## src/design/pidfd_pkg.sv

```systemverilog
// Shared types, constants and fixed-point helpers of the filtered-derivative PID controller.
package pidfd_pkg;

  // Word geometry: signed Q16.16 words, filter weight in unsigned Q1.16
  localparam int DATA_WIDTH  = 32;
  localparam int FRAC_BITS   = 16;
  localparam int ALPHA_BITS  = 17;
  localparam int ALPHA_FRAC  = 16;
  localparam int WIDE_WIDTH  = 64;
  localparam int CFG_IDX_W   = 3;

  typedef logic signed [DATA_WIDTH-1:0] data_t;
  typedef logic signed [WIDE_WIDTH-1:0] wide_t;
  typedef logic        [ALPHA_BITS-1:0] alpha_t;

  localparam alpha_t ALPHA_ONE = alpha_t'(1) << ALPHA_FRAC;
  localparam wide_t  WIDE_MAX  = (wide_t'(1) <<< (DATA_WIDTH - 1)) - wide_t'(1);
  localparam wide_t  WIDE_MIN  = -WIDE_MAX - wide_t'(1);
  localparam data_t  DATA_MAX  = data_t'(WIDE_MAX);
  localparam data_t  DATA_MIN  = data_t'(WIDE_MIN);

  // Configuration register indices
  typedef enum logic [CFG_IDX_W-1:0] {
    REG_PROP_GAIN   = 3'd0,
    REG_INTEG_GAIN  = 3'd1,
    REG_DERIV_GAIN  = 3'd2,
    REG_FILT_WEIGHT = 3'd3,
    REG_OUT_UPPER   = 3'd4,
    REG_OUT_LOWER   = 3'd5,
    REG_INTEG_UPPER = 3'd6,
    REG_INTEG_LOWER = 3'd7
  } cfg_reg_e;

  // Datapath operations, one per cycle of an item's sequence; OP_SUM waits on output stall
  typedef enum logic [2:0] {
    OP_NONE   = 3'd0,
    OP_MUL_P  = 3'd1,
    OP_MUL_I  = 3'd2,
    OP_MUL_D  = 3'd3,
    OP_MUL_A1 = 3'd4,
    OP_MUL_A2 = 3'd5,
    OP_FILT   = 3'd6,
    OP_SUM    = 3'd7
  } op_e;

  // Commands from the controller to the datapath
  typedef struct packed {
    op_e  op;
    logic take_in;
    logic load_out;
  } dp_cmd_t;

  typedef struct packed {
    data_t value;
    logic  hit;
  } clamp_t;

  // Saturate a wide signed value to the data range.
  function automatic data_t sat_wide(input wide_t v);
    data_t r;
    if (v > WIDE_MAX) begin
      r = DATA_MAX;
    end else if (v < WIDE_MIN) begin
      r = DATA_MIN;
    end else begin
      r = data_t'(v);
    end
    return r;
  endfunction

  // Saturating sum of two data words.
  function automatic data_t sat_add(input data_t a, input data_t b);
    return sat_wide(wide_t'(a) + wide_t'(b));
  endfunction

  // Saturating difference of two data words.
  function automatic data_t sat_sub(input data_t a, input data_t b);
    return sat_wide(wide_t'(a) - wide_t'(b));
  endfunction

  // Rescale a full product (floor) and saturate it.
  function automatic data_t fx_scale(input wide_t p);
    return sat_wide(p >>> FRAC_BITS);
  endfunction

  // Upper limit first, then lower, so crossed limits give the lower one.
  function automatic clamp_t clamp(input data_t v, input data_t hi, input data_t lo);
    clamp_t r;
    r.value = v;
    if (r.value > hi) begin
      r.value = hi;
    end
    if (r.value < lo) begin
      r.value = lo;
    end
    r.hit = (r.value != v);
    return r;
  endfunction

endpackage

```

## src/design/pidfd_ctrl.sv

```systemverilog
// Sequencing controller of the filtered-derivative PID controller.
module pidfd_ctrl (
  input  logic              clk_i,
  input  logic              rst_ni,
  input  logic              in_valid_i,
  output logic              in_stall_o,
  output logic              out_valid_o,
  input  logic              out_stall_i,
  output pidfd_pkg::dp_cmd_t cmd_o
);

  typedef enum logic [1:0] {
    ST_IDLE,
    ST_RUN,
    ST_SUM
  } state_e;

  state_e          state_q;
  pidfd_pkg::op_e  op_q;
  logic            out_valid_q;
  logic            out_free;
  logic            take_in;
  logic            load_out;

  // Handshake decisions
  assign take_in    = (state_q == ST_IDLE) && in_valid_i;
  assign out_free   = !out_valid_q || !out_stall_i;
  assign load_out   = (state_q == ST_SUM) && out_free;
  assign in_stall_o = (state_q != ST_IDLE);
  assign out_valid_o = out_valid_q;

  assign cmd_o.op       = op_q;
  assign cmd_o.take_in  = take_in;
  assign cmd_o.load_out = load_out;

  // State, operation step and output word valid
  always_ff @(posedge clk_i or negedge rst_ni) begin
    if (!rst_ni) begin
      state_q     <= ST_IDLE;
      op_q        <= pidfd_pkg::OP_NONE;
      out_valid_q <= 1'b0;
    end else begin
      if (load_out) begin
        out_valid_q <= 1'b1;
      end else if (!out_stall_i) begin
        out_valid_q <= 1'b0;
      end
      unique case (state_q)
        ST_IDLE: begin
          if (take_in) begin
            state_q <= ST_RUN;
            op_q    <= pidfd_pkg::OP_MUL_P;
          end
        end
        ST_RUN: begin
          if (op_q == pidfd_pkg::OP_FILT) begin
            state_q <= ST_SUM;
            op_q    <= pidfd_pkg::OP_SUM;
          end else begin
            op_q <= pidfd_pkg::op_e'(3'(op_q) + 3'd1);
          end
        end
        ST_SUM: begin
          if (out_free) begin
            state_q <= ST_IDLE;
            op_q    <= pidfd_pkg::OP_NONE;
          end
        end
        default: begin
          state_q <= ST_IDLE;
          op_q    <= pidfd_pkg::OP_NONE;
        end
      endcase
    end
  end

`ifndef ASSERT_OFF
  // An accepted word starts the multiply sequence in the next cycle.
  a_start_seq: assert property (@(posedge clk_i) disable iff (!rst_ni)
    take_in |=> (state_q == ST_RUN) && (op_q == pidfd_pkg::OP_MUL_P))
    else $error("sequence did not start after accept");

  // Handing the result to the output register frees the block.
  a_done_idle: assert property (@(posedge clk_i) disable iff (!rst_ni)
    load_out |=> (state_q == ST_IDLE) && out_valid_q)
    else $error("controller not idle after result load");

  // A new output word only appears after the final step.
  a_valid_src: assert property (@(posedge clk_i) disable iff (!rst_ni)
    $rose(out_valid_q) |-> $past(state_q == ST_SUM))
    else $error("output valid raised outside final step");
`endif

endmodule

```

## src/design/pidfd_dp.sv

```systemverilog
// Datapath of the filtered-derivative PID controller: registers, shared multiplier, state.
module pidfd_dp (
  input  logic                                 clk_i,
  input  logic                                 rst_ni,
  input  pidfd_pkg::dp_cmd_t                   cmd_i,
  input  logic signed [pidfd_pkg::DATA_WIDTH-1:0] setpoint_i,
  input  logic signed [pidfd_pkg::DATA_WIDTH-1:0] measured_i,
  input  logic                                 cfg_we_i,
  input  logic [pidfd_pkg::CFG_IDX_W-1:0]      cfg_index_i,
  input  logic [pidfd_pkg::DATA_WIDTH-1:0]     cfg_data_i,
  output logic signed [pidfd_pkg::DATA_WIDTH-1:0] drive_o,
  output logic                                 drive_clamped_o,
  output logic                                 integ_clamped_o
);

  localparam int MUL_W  = pidfd_pkg::DATA_WIDTH + 1;
  localparam int APAD_W = MUL_W - pidfd_pkg::ALPHA_BITS;

  // Configuration registers
  pidfd_pkg::data_t  prop_gain_q, integ_gain_q, deriv_gain_q;
  pidfd_pkg::alpha_t filt_weight_q;
  pidfd_pkg::data_t  out_upper_q, out_lower_q, integ_upper_q, integ_lower_q;

  // Loop state carried between words
  pidfd_pkg::data_t  last_err_q, integ_q, filt_q;

  // Per-word working registers
  pidfd_pkg::data_t  err_q, diff_q, prop_q, ud_q, s1_q;
  pidfd_pkg::wide_t  prod_q, acc_q;
  logic              ihit_q;

  // Output register
  pidfd_pkg::data_t  drive_q;
  logic              dhit_q, ihit_out_q;

  logic signed [MUL_W-1:0]     mul_a, mul_b;
  logic signed [2*MUL_W-1:0]   mul_full;
  pidfd_pkg::alpha_t           alpha, alpha_rest;
  pidfd_pkg::clamp_t           integ_clamp, drive_clamp;

  // Filter weight above one acts as one
  assign alpha      = (filt_weight_q > pidfd_pkg::ALPHA_ONE) ? pidfd_pkg::ALPHA_ONE
                                                             : filt_weight_q;
  assign alpha_rest = pidfd_pkg::ALPHA_ONE - alpha;

  // Operand selection for the shared multiplier
  always_comb begin
    mul_a = '0;
    mul_b = '0;
    unique case (cmd_i.op)
      pidfd_pkg::OP_MUL_P: begin
        mul_a = MUL_W'(prop_gain_q);
        mul_b = MUL_W'(err_q);
      end
      pidfd_pkg::OP_MUL_I: begin
        mul_a = MUL_W'(integ_gain_q);
        mul_b = MUL_W'(err_q);
      end
      pidfd_pkg::OP_MUL_D: begin
        mul_a = MUL_W'(deriv_gain_q);
        mul_b = MUL_W'(diff_q);
      end
      pidfd_pkg::OP_MUL_A1: begin
        mul_a = signed'({{APAD_W{1'b0}}, alpha_rest});
        mul_b = MUL_W'(filt_q);
      end
      pidfd_pkg::OP_MUL_A2: begin
        mul_a = signed'({{APAD_W{1'b0}}, alpha});
        mul_b = MUL_W'(ud_q);
      end
      pidfd_pkg::OP_NONE, pidfd_pkg::OP_FILT, pidfd_pkg::OP_SUM: begin
        mul_a = '0;
        mul_b = '0;
      end
      default: begin
        mul_a = '0;
        mul_b = '0;
      end
    endcase
  end

  assign mul_full = mul_a * mul_b;

  // Integral update and final output clamp
  assign integ_clamp = pidfd_pkg::clamp(
      pidfd_pkg::sat_add(integ_q, pidfd_pkg::fx_scale(prod_q)), integ_upper_q, integ_lower_q);
  assign drive_clamp = pidfd_pkg::clamp(
      pidfd_pkg::sat_add(s1_q, filt_q), out_upper_q, out_lower_q);

  // Configuration writes
  always_ff @(posedge clk_i or negedge rst_ni) begin
    if (!rst_ni) begin
      prop_gain_q   <= '0;
      integ_gain_q  <= '0;
      deriv_gain_q  <= '0;
      filt_weight_q <= pidfd_pkg::ALPHA_ONE;
      out_upper_q   <= pidfd_pkg::DATA_MAX;
      out_lower_q   <= pidfd_pkg::DATA_MIN;
      integ_upper_q <= pidfd_pkg::DATA_MAX;
      integ_lower_q <= pidfd_pkg::DATA_MIN;
    end else if (cfg_we_i) begin
      unique case (pidfd_pkg::cfg_reg_e'(cfg_index_i))
        pidfd_pkg::REG_PROP_GAIN:   prop_gain_q   <= signed'(cfg_data_i);
        pidfd_pkg::REG_INTEG_GAIN:  integ_gain_q  <= signed'(cfg_data_i);
        pidfd_pkg::REG_DERIV_GAIN:  deriv_gain_q  <= signed'(cfg_data_i);
        pidfd_pkg::REG_FILT_WEIGHT: filt_weight_q <= cfg_data_i[pidfd_pkg::ALPHA_BITS-1:0];
        pidfd_pkg::REG_OUT_UPPER:   out_upper_q   <= signed'(cfg_data_i);
        pidfd_pkg::REG_OUT_LOWER:   out_lower_q   <= signed'(cfg_data_i);
        pidfd_pkg::REG_INTEG_UPPER: integ_upper_q <= signed'(cfg_data_i);
        pidfd_pkg::REG_INTEG_LOWER: integ_lower_q <= signed'(cfg_data_i);
        default: ;
      endcase
    end
  end

  // Loop state: previous error, integral and filtered derivative
  always_ff @(posedge clk_i or negedge rst_ni) begin
    if (!rst_ni) begin
      last_err_q <= '0;
      integ_q    <= '0;
      filt_q     <= '0;
    end else begin
      if (cmd_i.op == pidfd_pkg::OP_MUL_P) begin
        last_err_q <= err_q;
      end
      if (cmd_i.op == pidfd_pkg::OP_MUL_D) begin
        integ_q <= integ_clamp.value;
      end
      if (cmd_i.op == pidfd_pkg::OP_FILT) begin
        filt_q <= pidfd_pkg::sat_wide((acc_q + prod_q) >>> pidfd_pkg::ALPHA_FRAC);
      end
    end
  end

  // Working registers of the multiply sequence
  always_ff @(posedge clk_i) begin
    prod_q <= mul_full[pidfd_pkg::WIDE_WIDTH-1:0];
    if (cmd_i.take_in) begin
      err_q <= pidfd_pkg::sat_sub(setpoint_i, measured_i);
    end
    unique case (cmd_i.op)
      pidfd_pkg::OP_MUL_P:  diff_q <= pidfd_pkg::sat_sub(err_q, last_err_q);
      pidfd_pkg::OP_MUL_I:  prop_q <= pidfd_pkg::fx_scale(prod_q);
      pidfd_pkg::OP_MUL_D:  ihit_q <= integ_clamp.hit;
      pidfd_pkg::OP_MUL_A1: ud_q   <= pidfd_pkg::fx_scale(prod_q);
      pidfd_pkg::OP_MUL_A2: acc_q  <= prod_q;
      pidfd_pkg::OP_FILT:   s1_q   <= pidfd_pkg::sat_add(prop_q, integ_q);
      pidfd_pkg::OP_NONE, pidfd_pkg::OP_SUM: ;
      default: ;
    endcase
  end

  // Output word register
  always_ff @(posedge clk_i) begin
    if (cmd_i.load_out) begin
      drive_q    <= drive_clamp.value;
      dhit_q     <= drive_clamp.hit;
      ihit_out_q <= ihit_q;
    end
  end

  assign drive_o         = drive_q;
  assign drive_clamped_o = dhit_q;
  assign integ_clamped_o = ihit_out_q;

endmodule

```

## src/design/pid_filtered_derivative_clamped.sv

```systemverilog
// Top level of the PID controller with filtered derivative and clamped integral.
//
// Each input word (setpoint, measured, signed Q16.16) yields one output word:
// the drive value clamped to out_lower..out_upper, plus flags that mark when
// the output or integral limit was applied. An accepted word has its error
// registered on accept; then seven steps share a single 33 x 33 multiplier
// for the proportional, integral and derivative products and the two
// low-pass filter products, with the final sum and clamp in the last step.
// No new word is accepted before the last step ends. The finished word waits in
// an output register, so a new word is accepted while the previous result is
// still stalled; the last step holds only if the output register is full and
// stalled. Configuration writes are always ready and are meant for idle periods.
module pid_filtered_derivative_clamped (
  input  logic                                    clk_i,
  input  logic                                    rst_ni,
  input  logic                                    in_valid_i,
  output logic                                    in_stall_o,
  input  logic signed [pidfd_pkg::DATA_WIDTH-1:0] setpoint_i,
  input  logic signed [pidfd_pkg::DATA_WIDTH-1:0] measured_i,
  output logic                                    out_valid_o,
  input  logic                                    out_stall_i,
  output logic signed [pidfd_pkg::DATA_WIDTH-1:0] drive_o,
  output logic                                    drive_clamped_o,
  output logic                                    integ_clamped_o,
  input  logic                                    cfg_valid_i,
  output logic                                    cfg_ready_o,
  input  logic [pidfd_pkg::CFG_IDX_W-1:0]         cfg_index_i,
  input  logic [pidfd_pkg::DATA_WIDTH-1:0]        cfg_data_i
);

  pidfd_pkg::dp_cmd_t cmd;
  logic               cfg_we;

  // Register writes complete in the cycle they are offered
  assign cfg_ready_o = 1'b1;
  assign cfg_we      = cfg_valid_i && cfg_ready_o;

  pidfd_ctrl u_ctrl (
    .clk_i       (clk_i),
    .rst_ni      (rst_ni),
    .in_valid_i  (in_valid_i),
    .in_stall_o  (in_stall_o),
    .out_valid_o (out_valid_o),
    .out_stall_i (out_stall_i),
    .cmd_o       (cmd)
  );

  pidfd_dp u_dp (
    .clk_i           (clk_i),
    .rst_ni          (rst_ni),
    .cmd_i           (cmd),
    .setpoint_i      (setpoint_i),
    .measured_i      (measured_i),
    .cfg_we_i        (cfg_we),
    .cfg_index_i     (cfg_index_i),
    .cfg_data_i      (cfg_data_i),
    .drive_o         (drive_o),
    .drive_clamped_o (drive_clamped_o),
    .integ_clamped_o (integ_clamped_o)
  );

endmodule
```

## config.mk

```make
export PLATFORM = sky130hd
export DESIGN_NAME = pid_filtered_derivative_clamped
export DESIGN_NICKNAME = d
export VERILOG_FILES = /design/src/design/pidfd_pkg.sv /design/src/design/pidfd_ctrl.sv /design/src/design/pidfd_dp.sv /design/src/design/pid_filtered_derivative_clamped.sv
export SDC_FILE = /design/constraint.sdc
export NUM_CORES = 2
export LEC_CHECK = 0
export ABC_CLOCK_PERIOD_IN_PS = 13250
export BUFFER_PORTS_ARGS = -buffer_cell sky130_fd_sc_hd__buf_2
export CAP_MARGIN = 25
export CORE_MARGIN = 3
export CORE_UTILIZATION = 50
export CTS_CLUSTER_DIAMETER = 40
export DETAILED_ROUTE_END_ITERATION = 10
export PLACE_DENSITY = 0.66
export REMOVE_ABC_BUFFERS = 1
export SYNTH_ARGS = -nofsm -noshare
export SYNTH_HDL_FRONTEND = slang
export SYNTH_SLANG_ARGS = --single-unit
```

## constraint.sdc

```tcl
create_clock -name clk_i -period 13.25 [get_ports clk_i]
set_input_delay 2.65 -clock clk_i [delete_from_list [all_inputs] [get_ports clk_i]]
set_output_delay 2.65 -clock clk_i [all_outputs]
set_load 0.005 [all_outputs]
```

==> impl_metrics.toml <==
[run_status]
status = "completed"

[timing]
rsz0062_at_grt = "false"
setup_ws_ns = 0.850
skew_ns = 0.0466
relSlewSlack_pct = 24.4
hold_ws_ns = 0.438
fin_crit_sh_pct = 93.6
setup_violations = 0
layout_min_cycle_time_ns = 12.40
finalMaxSlewViolations = 0
finalHoldViolCount = 0
worstMarginPinSlew_ns = 1.12
max_freq_mhz = 80.6

[run]
cap_violations = 0

[grt]
busiest_layer = "met2"
grt_use_total_pct = 34.7
grt_pass1_wl_um = 421000
grt_pass1_vias = 66065
grtUsageMet3_pct = 6.38
grt.met1_usage_pct = 44.0
grt_start_max_net_pins = 98
grt_overflow = 0
antenna_found_initial = 15
met2_usage_pct = 55.7

[worst_hold_path]
min_path_type = "reg2reg"
min_delay_path_depth = 0

[floorplan]
core_area_um2 = 157000
start_util_pct = 50.5
die_y_um = 404
die_w_um = 404
top_level_ports = 141
die_area_um2 = 163000
rows = 145

[critical_path]
slowest_delay_ns = 0.80
r2r_cells = 32
reg2reg_from = "u_ctrl.op_q[0]"
end_kind = "register"
slowest_stage = "clkinv_1"
r2r_slack_ns = 0.85
crit_cells = 32
crit_start = "u_ctrl.op_q[0]"
crit_fanout = 35
crit_required_ns = 13.84
cp_num_buf_inv = 9
crit_path_start_kind = "register"
critPathTopFamily = "adder cells"
rr_endpoint = "u_dp.prod_q[60]"
crit_path_end = "u_dp.prod_q[60]"
crit_path_frequent_cell = "fa_1"
crit_arrival_ns = 12.99
crit_type = "reg2reg"

[clock_tree]
post_cts_resized = 0
postCtsSetupBuffers = 0
cts.path.max_buffers = 3
cts_hold_buf = 0
clk_pin_slew_worst_paths_ns = 0.06
htree_levels = 3
clock_sinks = 666
cts-root-buf = "clkbuf_16"
insertion_delay_ns = 0.73
cts_made_buffers = 108
cts_tree = "done"

[layout]
fin_cells = 10586
area_growth_pct = 9.47
stdcell_area_um2 = 86600
layout-drive-gt1-share_pct = 11.3
final_nets = 10206

[place]
io_buffers = 139
place.gp.congestion = 1.01
dpl-instance-area_um2 = 82800
place_inst = 10371
dpl_worst_slack_ns = 1.07
dp_hpwl_um = 226000

[drt]
antenna_left = 0
drtIter0Drc = 5993
wl_per_cell_um = 26.5
via_per_inst = 5.98
drtPass1Iterations = 8
route.detailed.drc = 0
vias = 63355
drt-total-wl_um = 280000

[synth]
synth.ff_latch_count = 666
yosys-top-cells-area = "fa_1, edfxtp_1, ha_1, dfrtp_1, inv_1"
yosysTopAreaCellShare_pct = 28.1
synthTopCellsByCount = "inv_1, nand2_1, fa_1"
synth_area_per_cell_um2 = 9.49
synthArstFlopShare_pct = 51.5
yosysTopAreaCell = "fa_1"
ys.flop_type = "dfrtp_1"
ys_seq_area_share_pct = 22.4
syn-instance-count = 8340
yosysWarnings = 0
synth_edf_count = 259
yosysMostFrequentCell = "inv_1"
synthesis.area_um2 = 79100
synthDistinctLibCells = 104
## layout by cell type, fill, tap and decap left out, types with 43 or more instances in the layout
| cell type | instances |
|---|---|
| mux2_2 | 282 |
| o21ai_0 | 275 |
| a211oi_1 | 45 |
| nand4_1 | 58 |
| a222oi_1 | 43 |
| clkbuf_16 | 113 |
| dfstp_2 | 65 |
| nand3_1 | 80 |
| xnor2_1 | 211 |
| buf_4 | 178 |
| o21a_1 | 81 |
| a21oi_1 | 391 |
| nor2_1 | 498 |
| fa_1 | 1110 |
| dfxtp_1 | 64 |
| edfxtp_1 | 259 |
| nor3_1 | 70 |
| xor2_1 | 88 |
| inv_1 | 1343 |
| buf_2 | 138 |
| nand2b_1 | 55 |
| nand2_1 | 1115 |
| dfrtp_1 | 278 |
| ha_1 | 565 |
| a21o_1 | 204 |
| and2_1 | 89 |
## cell type report
| class | count | area, um^2 |
|---|---|---|
| Fill cell | 14066 | 70100 |
| Multi-Input combinational cell | 5977 | 55400 |
| Sequential cell | 666 | 17700 |
| Inverter | 1350 | 5070 |
| Clock buffer | 138 | 2970 |
| Tap cell | 2058 | 2570 |
| Timing Repair Buffer | 323 | 2150 |
| Clock inverter | 66 | 769 |
| Antenna cell | 8 | 20.0 |
## per-layer routing
metal | vias up | part of all wire (%) | wire [um]
li1 | 27555 | - | -
met1 | 32241 | 39 | 109000
met2 | 2836 | 46 | 129000
met3 | 721 | 8.0 | 22400
met4 | 2 | 7.0 | 19700
met5 | - | 0.0050 | 14
## per-stage QoR
stage	setup TNS [ns]	util [%]
after floorplan	-20.28	-
after global placement	0	52.8
after detailed placement	0	52.8
after CTS	0	55.2
after global routing	0	55.3
final	0	55.3
## cells by family (layout without fill, tap and decap cells)
family / after synthesis / count (layout) / synth area share (%)
compound gates: 1487 / 1487 / 12.4
xor+xnor: 301 / 301 / 3.36
fa+ha+maj: 1721 / 1721 / 37.6
buf+inv: 1697 / 1877 / 8.08
flops: 666 / 666 / 22.4
mux: 298 / 298 / 4.22
other cells: 1 / 9 / 0.00474
simple gates: 2169 / 2169 / 12.0
## state kept, by name, indices dropped and copies added, names as in the netlist, 2 cells and up
register and cells:
u_dp.integ_lower_q 32, u_dp.filt_q 32, u_dp.integ_gain_q 32, u_ctrl.state_q 2, u_dp.err_q 32, u_dp.prod_q 64
u_dp.drive_o 32, u_dp.integ_upper_q 32, u_dp.out_lower_q 32, u_dp.integ_q 32, u_ctrl.op_q 3, u_dp.prop_q 32
u_dp.s1_q 32, u_dp.ud_q 32, u_dp.filt_weight_q 17, u_dp.prop_gain_q 32, u_dp.out_upper_q 32, u_dp.deriv_gain_q 32
u_dp.last_err_q 32, u_dp.acc_q 64, u_dp.diff_q 32
## worst min-delay path by stage
stage / startpoint / end / slack, ns
after floorplan: u_dp.ihit_q / u_dp.integ_clamped_o / 0.40
after global placement: u_dp.prod_q[10] / u_dp.acc_q[10] / 0.42
after detailed placement: u_dp.prod_q[11] / u_dp.acc_q[11] / 0.43
after CTS: u_dp.prod_q[11] / u_dp.acc_q[11] / 0.44
after global routing: u_dp.prod_q[4] / u_dp.acc_q[4] / 0.45
final: u_dp.prod_q[2] / u_dp.acc_q[2] / 0.44
## worst reg2reg max path: cells and delay by family, from the launching register on
kind,cells,cell delay (ns)
and+or+nand+nor,6,1.95
DFF,1,0.42
buffers and inverters,9,2.47
AOI/OAI and AO/OA,7,2.53
adders and majority gates,10,4.90
Power is not shown: default switching activity piles up to over one toggle a cycle in this logic, so the estimate is an artifact.
